==> config.mk <==
export PLATFORM = sky130hd
export DESIGN_NAME = annexb_nal_unit_splitter_unit
export DESIGN_NICKNAME = d
export VERILOG_FILES = /design/src/rtl/core/anbs_pkg.sv /design/src/rtl/core/annexb_nal_unit_splitter_unit.sv /design/src/rtl/core/anbs_parse.sv /design/src/rtl/core/anbs_rqueue.sv
export SDC_FILE = /design/constraint.sdc
export NUM_CORES = 1
export LEC_CHECK = 0
export BUFFER_PORTS_ARGS = -buffer_cell sky130_fd_sc_hd__buf_2
export CAP_MARGIN = 20
export CORE_MARGIN = 2
export CORE_UTILIZATION = 55
export DETAILED_ROUTE_END_ITERATION = 6
export PLACE_DENSITY = 0.72
export SETUP_SLACK_MARGIN = 0.2
export SLEW_MARGIN = 5
export SYNTH_ARGS = -nofsm -noshare
export SYNTH_HDL_FRONTEND = slang
export SYNTH_SLANG_ARGS = --single-unit
==> constraint.sdc <==
create_clock -name clk -period 31.4 [get_ports clk]
set_input_delay 6.28 -clock clk [delete_from_list [all_inputs] [get_ports clk]]
set_output_delay 6.28 -clock clk [all_outputs]
set_load 0.01 [all_outputs]
==> src/rtl/core/anbs_pkg.sv <==
// ----------------------------------------------------------------------------
// anbs_pkg
// Shared types and constants for the Annex B start code parser: result
// layout, push bundle between parser and result queue, and sizes.
// ----------------------------------------------------------------------------
package anbs_pkg;

  localparam int LENGTH_BITS = 20;
  localparam int UNIT_LEN_W  = 20;
  localparam int MAX_PUSH    = 4;
  localparam int PUSH_N_W    = $clog2(MAX_PUSH + 1);
  localparam int HELD_DEPTH  = 3;
  localparam int QDEPTH      = 8;
  localparam int QPTR_W      = $clog2(QDEPTH);
  localparam int QCNT_W      = $clog2(QDEPTH + 1);

  localparam logic [7:0] FORBIDDEN_MASK = 8'h80;
  localparam logic [7:0] REF_IDC_MASK   = 8'h60;
  localparam logic [7:0] TYPE_MASK      = 8'h1f;

  localparam logic [2:0] PREFIX_SHORT = 3'd3;
  localparam logic [2:0] PREFIX_LONG  = 3'd4;

  typedef struct packed {
    logic [7:0]            payload_byte;
    logic                  unit_first;
    logic                  unit_last;
    logic                  forbidden_flag;
    logic [1:0]            ref_idc;
    logic [4:0]            unit_type;
    logic [2:0]            prefix_length;
    logic [UNIT_LEN_W-1:0] unit_length;
    logic                  sync_error;
  } result_t;

  typedef struct packed {
    logic [PUSH_N_W-1:0]         n;
    result_t [MAX_PUSH-1:0]      entry;
  } push_t;

endpackage

==> src/rtl/core/annexb_nal_unit_splitter_unit.sv <==
// ----------------------------------------------------------------------------
// annexb_nal_unit_splitter_unit
// Annex B start code parser: strips 3- and 4-byte start codes and streams
// NAL unit bytes with first/last marks and header fields.
// ----------------------------------------------------------------------------
// Takes one stream byte per clock while the result queue has room. Each
// byte is parsed in the cycle it is accepted; its results (up to four when
// a buffer end flushes the hold window) go to an eight-entry queue that
// drains one per clock while the output is ready; a result shows on the
// output at the earliest in the cycle after its byte. Input is ready while
// at most four results wait; with the output taking one result per clock
// the block sustains one byte per clock. Unit bytes are held back by up to
// three bytes until it is known whether they belong to a start code.
module annexb_nal_unit_splitter_unit (
  input  logic        clk,
  input  logic        rst,
  input  logic        s_tvalid,
  output logic        s_tready,
  input  logic [7:0]  s_tdata,   // data_byte
  input  logic        s_tlast,   // end_of_buffer
  output logic        m_tvalid,
  input  logic        m_tready,
  output logic [39:0] m_tdata,   // payload_byte, forbidden_flag, ref_idc, unit_type,
                                 // prefix_length, unit_length, zero pad
  output logic [1:0]  m_tuser,   // unit_first, sync_error
  output logic        m_tlast    // unit_last
);

  anbs_pkg::push_t   push;
  anbs_pkg::result_t head;
  logic              room;
  logic              take;

  assign s_tready = room;
  assign take     = s_tvalid && room;

  anbs_parse u_parse (
    .clk           (clk),
    .rst           (rst),
    .take          (take),
    .data_byte     (s_tdata),
    .end_of_buffer (s_tlast),
    .push          (push)
  );

  anbs_rqueue u_rqueue (
    .clk       (clk),
    .rst       (rst),
    .push      (push),
    .room      (room),
    .out_valid (m_tvalid),
    .out_ready (m_tready),
    .head      (head)
  );

  assign m_tdata = {1'b0, head.unit_length, head.prefix_length, head.unit_type,
                    head.ref_idc, head.forbidden_flag, head.payload_byte};
  assign m_tuser = {head.sync_error, head.unit_first};
  assign m_tlast = head.unit_last;

endmodule

==> src/rtl/core/anbs_parse.sv <==
// ----------------------------------------------------------------------------
// anbs_parse
// Start code detection and unit tracking. Each accepted byte updates the
// hold window and unit state and yields up to four results in one cycle.
// ----------------------------------------------------------------------------
module anbs_parse (
  input  logic                clk,
  input  logic                rst,
  input  logic                take,
  input  logic [7:0]          data_byte,
  input  logic                end_of_buffer,
  output anbs_pkg::push_t     push
);

  localparam int L = anbs_pkg::LENGTH_BITS;

  logic [7:0]   held [anbs_pkg::HELD_DEPTH];
  logic [1:0]   held_count;
  logic         inside_unit;
  logic         header_seen;
  logic [7:0]   header_fields;
  logic         prefix_four;
  logic [L-1:0] byte_counter;

  logic [7:0]   held_next [anbs_pkg::HELD_DEPTH];
  logic [1:0]   held_count_next;
  logic         inside_unit_next;
  logic         header_seen_next;
  logic [7:0]   header_fields_next;
  logic         prefix_four_next;
  logic [L-1:0] byte_counter_next;

  logic [7:0]   s [4];
  logic [2:0]   len;
  logic [2:0]   t;
  logic         run;
  logic [2:0]   keep;
  logic [2:0]   rel;
  logic [2:0]   idx;
  logic         zero_pair;
  logic         term;
  logic         close_unit;
  logic [2:0]   n;
  logic [L:0]   sum;
  logic [L-1:0] sat_count;
  logic [7:0]   hdr;

  always_comb begin
    for (int i = 0; i < 4; i++) begin
      if (3'(i) < {1'b0, held_count}) begin
        s[i] = held[i < anbs_pkg::HELD_DEPTH ? i : 0];
      end else if (3'(i) == {1'b0, held_count}) begin
        s[i] = data_byte;
      end else begin
        s[i] = 8'h00;
      end
    end
    len = {1'b0, held_count} + 3'd1;

    // trailing zeros of the window plus the new byte
    t   = 3'd0;
    run = 1'b1;
    for (int i = 3; i >= 0; i--) begin
      if (3'(i) < len) begin
        if (run && s[i] == 8'h00) begin
          t = t + 3'd1;
        end else begin
          run = 1'b0;
        end
      end
    end
    keep = (t < len) ? t + 3'd1 : t;
    rel  = len - keep;

    zero_pair = (held_count == 2'd2 && held[0] == 8'h00 && held[1] == 8'h00) ||
                (held_count == 2'd3 && held[1] == 8'h00 && held[2] == 8'h00);
    term       = zero_pair && (data_byte[7:1] == 7'd0);
    close_unit = term || end_of_buffer;

    if (!inside_unit) begin
      n = (data_byte == 8'h00 || (data_byte == 8'h01 && held_count >= 2'd2)) ? 3'd0 : 3'd1;
    end else if (term) begin
      n = len - 3'd3;
    end else if (end_of_buffer) begin
      n = len;
    end else begin
      n = rel;
    end

    sum       = {1'b0, byte_counter} + (L+1)'(n);
    sat_count = sum[L] ? {L{1'b1}} : sum[L-1:0];
    hdr       = header_seen ? header_fields : s[0];
  end

  always_comb begin
    push.n = take ? n : '0;
    for (int i = 0; i < anbs_pkg::MAX_PUSH; i++) begin
      push.entry[i] = '0;
      if (inside_unit) begin
        push.entry[i].payload_byte   = s[i];
        push.entry[i].unit_first     = (i == 0) && !header_seen;
        push.entry[i].unit_last      = close_unit && (3'(i) == n - 3'd1);
        push.entry[i].forbidden_flag = |(hdr & anbs_pkg::FORBIDDEN_MASK);
        push.entry[i].ref_idc        = 2'((hdr & anbs_pkg::REF_IDC_MASK) >> 5);
        push.entry[i].unit_type      = 5'(hdr & anbs_pkg::TYPE_MASK);
        push.entry[i].prefix_length  = prefix_four ? anbs_pkg::PREFIX_LONG
                                                   : anbs_pkg::PREFIX_SHORT;
        push.entry[i].unit_length    = push.entry[i].unit_last
                                       ? anbs_pkg::UNIT_LEN_W'(sat_count) : '0;
      end else if (i == 0) begin
        push.entry[i].payload_byte = data_byte;
        push.entry[i].sync_error   = 1'b1;
      end
    end
  end

  always_comb begin
    held_next          = held;
    held_count_next    = held_count;
    inside_unit_next   = inside_unit;
    header_seen_next   = header_seen;
    header_fields_next = header_fields;
    prefix_four_next   = prefix_four;
    byte_counter_next  = byte_counter;
    idx                = 3'd0;

    if (inside_unit) begin
      if (n != 3'd0) begin
        header_seen_next   = 1'b1;
        header_fields_next = hdr;
        byte_counter_next  = sat_count;
      end
      if (term) begin
        if (data_byte[0]) begin
          header_seen_next   = 1'b0;
          header_fields_next = 8'h00;
          prefix_four_next   = 1'b0;
          byte_counter_next  = '0;
          held_count_next    = 2'd0;
        end else begin
          inside_unit_next = 1'b0;
          held_count_next  = 2'd3;
        end
      end else if (!end_of_buffer) begin
        for (int j = 0; j < anbs_pkg::HELD_DEPTH; j++) begin
          idx = rel + 3'(j);
          held_next[j] = idx[2] ? 8'h00 : s[idx[1:0]];
        end
        held_count_next = keep[1:0];
      end
    end else begin
      if (data_byte == 8'h00) begin
        held_count_next = (held_count == 2'd3) ? 2'd3 : held_count + 2'd1;
      end else if (data_byte == 8'h01 && held_count >= 2'd2) begin
        inside_unit_next   = 1'b1;
        header_seen_next   = 1'b0;
        header_fields_next = 8'h00;
        prefix_four_next   = (held_count == 2'd3);
        byte_counter_next  = '0;
        held_count_next    = 2'd0;
      end else begin
        held_count_next = 2'd0;
      end
    end

    if (end_of_buffer) begin
      inside_unit_next = 1'b0;
      header_seen_next = 1'b0;
      held_count_next  = 2'd0;
      for (int j = 0; j < anbs_pkg::HELD_DEPTH; j++) begin
        held_next[j] = 8'h00;
      end
    end
  end

  always_ff @(posedge clk) begin
    if (rst) begin
      held_count    <= 2'd0;
      inside_unit   <= 1'b0;
      header_seen   <= 1'b0;
      header_fields <= 8'h00;
      prefix_four   <= 1'b0;
      byte_counter  <= '0;
    end else if (take) begin
      held_count    <= held_count_next;
      inside_unit   <= inside_unit_next;
      header_seen   <= header_seen_next;
      header_fields <= header_fields_next;
      prefix_four   <= prefix_four_next;
      byte_counter  <= byte_counter_next;
    end
  end

  always_ff @(posedge clk) begin
    if (take) begin
      held <= held_next;
    end
  end

  assert property (@(posedge clk) disable iff (rst)
    (take && end_of_buffer) |=> (!inside_unit && held_count == 2'd0))
    else $error("window not flushed at end of buffer");

  assert property (@(posedge clk) disable iff (rst)
    (push.n > 3'd1) |-> inside_unit)
    else $error("multiple results outside a unit");

endmodule

==> src/rtl/core/anbs_rqueue.sv <==
// ----------------------------------------------------------------------------
// anbs_rqueue
// Result queue: takes up to four results per cycle and hands them out
// one per cycle on the output stream while the output is ready.
// ----------------------------------------------------------------------------
module anbs_rqueue (
  input  logic                clk,
  input  logic                rst,
  input  anbs_pkg::push_t     push,
  output logic                room,
  output logic                out_valid,
  input  logic                out_ready,
  output anbs_pkg::result_t   head
);

  localparam int PW = anbs_pkg::QPTR_W;
  localparam int CW = anbs_pkg::QCNT_W;

  anbs_pkg::result_t slots [anbs_pkg::QDEPTH];
  logic [PW-1:0]     rd_ptr;
  logic [PW-1:0]     wr_ptr;
  logic [CW-1:0]     count;
  logic              pop;

  assign out_valid = (count != '0);
  assign pop       = out_valid && out_ready;
  assign head      = slots[rd_ptr];
  assign room      = (count <= CW'(anbs_pkg::QDEPTH - anbs_pkg::MAX_PUSH));

  always_ff @(posedge clk) begin
    if (rst) begin
      rd_ptr <= '0;
      wr_ptr <= '0;
      count  <= '0;
    end else begin
      wr_ptr <= wr_ptr + PW'(push.n);
      if (pop) begin
        rd_ptr <= rd_ptr + PW'(1);
      end
      count <= count + CW'(push.n) - CW'(pop);
    end
  end

  always_ff @(posedge clk) begin
    for (int k = 0; k < anbs_pkg::MAX_PUSH; k++) begin
      if (anbs_pkg::PUSH_N_W'(k) < push.n) begin
        slots[wr_ptr + PW'(k)] <= push.entry[k];
      end
    end
  end

  assert property (@(posedge clk) disable iff (rst)
    (push.n != '0) |-> (count <= CW'(anbs_pkg::QDEPTH - anbs_pkg::MAX_PUSH)))
    else $error("push into full result queue");

  assert property (@(posedge clk) disable iff (rst)
    (out_valid && !out_ready) |=> $stable(rd_ptr))
    else $error("read pointer moved on stall");

endmodule

==> metrics <==
EDFF count, synth 336; hold_buf cts 0; die span in x 202.0 um; GRT overflow 0; total CTS buffers 42; Int Power 1.016 mW; fmax 64.37 MHz; PD cells 59.59 mW/mm2; Comb pwr share 21.4%; quantity of I/O buffers inserted on ports 56; DRC 0; worst ir drop on vdd 0.04901 mV; WL/cell 26.84 um; most common cell type on the critical path ha_1; post-CTS resize count 0; Switching Share 27.95%; Routed Antenna Nets 0; vias in the first global route 16150; skew final 0.03149 ns; gp weighted congestion 1.020; Rel. slew slack 19.56%; worst setup path startpoint s_tdata[3]; Slew @ Worst Pin 1.202 ns; clock-pin slew on the worst setup and hold paths 0.06 ns; critical path class input port to register; area of the multi-input gates 0.009524 mm2; Worst Path Required 31.69 ns; placed insts 2390; detail-routed via count per cell 6.733; final hold violation count 0; Post-synth top cells 336 x edfxtp_1, 309 x nor2_1, 160 x nand2_1; initial antenna violation count 0; cell count after synthesis 1916; status completed; most frequent cell after synthesis edfxtp_1; Synth top area share 46.79%; worst r2r src u_parse.held_count[1]; largest net degree at the start of global routing 60; hpwl dp 44730 um; library cells used by synthesis 89; chip height 202.0 um; Final Slew Violations 0; #FFs+latches synth 398; synth warn 0; r2r setup slk 20.21 ns; Synth area leader edfxtp_1; post-synth net total 1961; die area 0.04081 mm2; TNS Setup 0 ns; Initial DRT Pass Iterations 6; num ports 58; Post-synth ARST share 0%; Final Setup Violations 0; total wire length 66240 um; Tmin final 15.54 ns; sequential-to-total area share from yosys stat 52.54%; fill count 3128; via count 16620; syn_area_per_cell 11.26 um2; Max stage delay on crit path 0.87 ns; layout cells sized above 1 18.36%; final period utilization 49.48%; Clk network pwr share 34.0%; Primary FF master, synth edfxtp_1; Post-CTS Repair Setup Buffers 0; Clock Latency Late Sink 0.58 ns; Nets 1965; Seq pwr share 44.6%; Max-Cap Viols 0; critical path data arrival time 15.83 ns; cell area after synthesis 0.02157 mm2; htree depth 2; antenna cell count 0; Non-Filler Instances 2468; sw power 0.3942 mW; Max clock buf depth 3; Hold Startpoint u_parse.header_fields[6]; gr usage total 32.75%; first-pass GRT wire length 100500 um; Static Leak 7.239 nW; clk sinks 398; CP max stage cell a211oi_2; TritonCTS clock tree done; crit end category register; P&R area growth vs syn 9.753%; Initial Util 55.80%; Critical Path Source Type input port; Hold Path Class register to register; Sequential Area 0.01134 mm2; Initial DRC Count 1751; core area 0.03865 mm2; largest cells by area after synthesis edfxtp_1 47%, mux4_2 8.6%, dfxtp_1 5.8%; CTS root buffer clkbuf_16; RSZ-0062 raised after global routing no; CP max FO 25; Rows 72
## layer usage
metal | up-vias | global-route usage, % | wire length, um
met5 | - | 0 | 0
met4 | 0 | 15.41 | 3269
met3 | 220 | 5.676 | 5846
met2 | 950 | 52.38 | 31390
met1 | 8166 | 43.87 | 25730
li1 | 7282 | - | -
## critical path: cells and delay by family
| kind | cells | cell delay (ns) |
|---|---|---|
| AO/OA/AOI/OAI | 12 | 3.30 |
| AND/OR/NAND/NOR | 9 | 2.42 |
| adder cells (fa/ha/maj) | 6 | 2.01 |
| buffers and inverters | 5 | 1.12 |
| multiplexers | 2 | 0.39 |
| XOR/XNOR | 1 | 0.29 |
## final timing paths
kind	to	depth (start not counted)
max reg2reg	u_rqueue.slots[3][1]	33
max	u_rqueue.slots[3][1]	35
min	u_parse.header_fields[6]	1
min reg2reg	u_parse.header_fields[6]	1
## flip-flops by register name, summed over array words and instances, names as in the netlist, named ones only
name                   cells
u_parse.inside_unit        1
u_rqueue.count             4
u_parse.header_seen        1
u_rqueue.slots           328
u_parse.held_count         2
u_parse.byte_counter      20
u_rqueue.rd_ptr            3
u_parse.held              24
u_parse.prefix_four        1
u_parse.header_fields      8
u_rqueue.wr_ptr            3
## per-stage QoR
stage / hold WS, ns / setup WS [ns] / utilization, % / power [mW] / instance area (um2)
floorplan: 0.4315 / 17.20 / - / 0.8431 / 21570
global placement: 0.4486 / 15.12 / 57.74 / 0.9371 / 22310
detailed placement: 0.4509 / 15.31 / 57.80 / 0.9422 / 22340
CTS: 0.4695 / 15.87 / 61.14 / 1.417 / 23630
global route: 0.4878 / 14.91 / 61.24 / 1.461 / 23670
finish: 0.4683 / 15.86 / 61.24 / 1.411 / 23670
## layout make-up
cell class	instances	area share (%)
inverters	48	0.7718
flip-flops and latches	398	47.91
clock buffers	61	4.874
repair buffers	108	2.881
multi-input cells	1322	40.24
clock inverters	13	0.5815
well taps	518	2.738
## power by group through the flow
stage | registers [mW] | clock network [mW] | logic, mW
2_1_floorplan | 0.628 | 0 | 0.215
3_3_place_gp | 0.638 | 0 | 0.299
3_5_place_dp | 0.641 | 0 | 0.301
4_1_cts | 0.630 | 0.484 | 0.303
5_1_grt | 0.633 | 0.505 | 0.323
6_report | 0.629 | 0.479 | 0.302
## layout by cell type (no fill, tap or decap), drive strengths merged, types with 43 or more instances in the layout
cell / count
nand2: 160
nor3: 136
a21oi: 68
inv: 46
a221oi: 62
buf: 108
nor2: 315
mux4: 82
o21ai: 65
dfxtp: 62
mux2: 43
edfxtp: 336
clkbuf: 61
## kinds of logic (layout without fill, tap and decap cells)
| kind of cell | count (synthesis) | in the layout | share of synthesized area, % |
|---|---|---|---|
| AO/OA/AOI/OAI | 373 | 373 | 12.68 |
| other | 1 | 1 | 0.01739 |
| adder cells (fa/ha/maj) | 32 | 32 | 1.996 |
| flip-flops | 398 | 398 | 52.54 |
| XOR/XNOR | 32 | 32 | 1.404 |
| AND/OR/NAND/NOR | 734 | 734 | 15.61 |
| multiplexers | 150 | 150 | 11.97 |
| buffers and inverters | 196 | 230 | 3.783 |
Power figures use the tool's default switching activity.
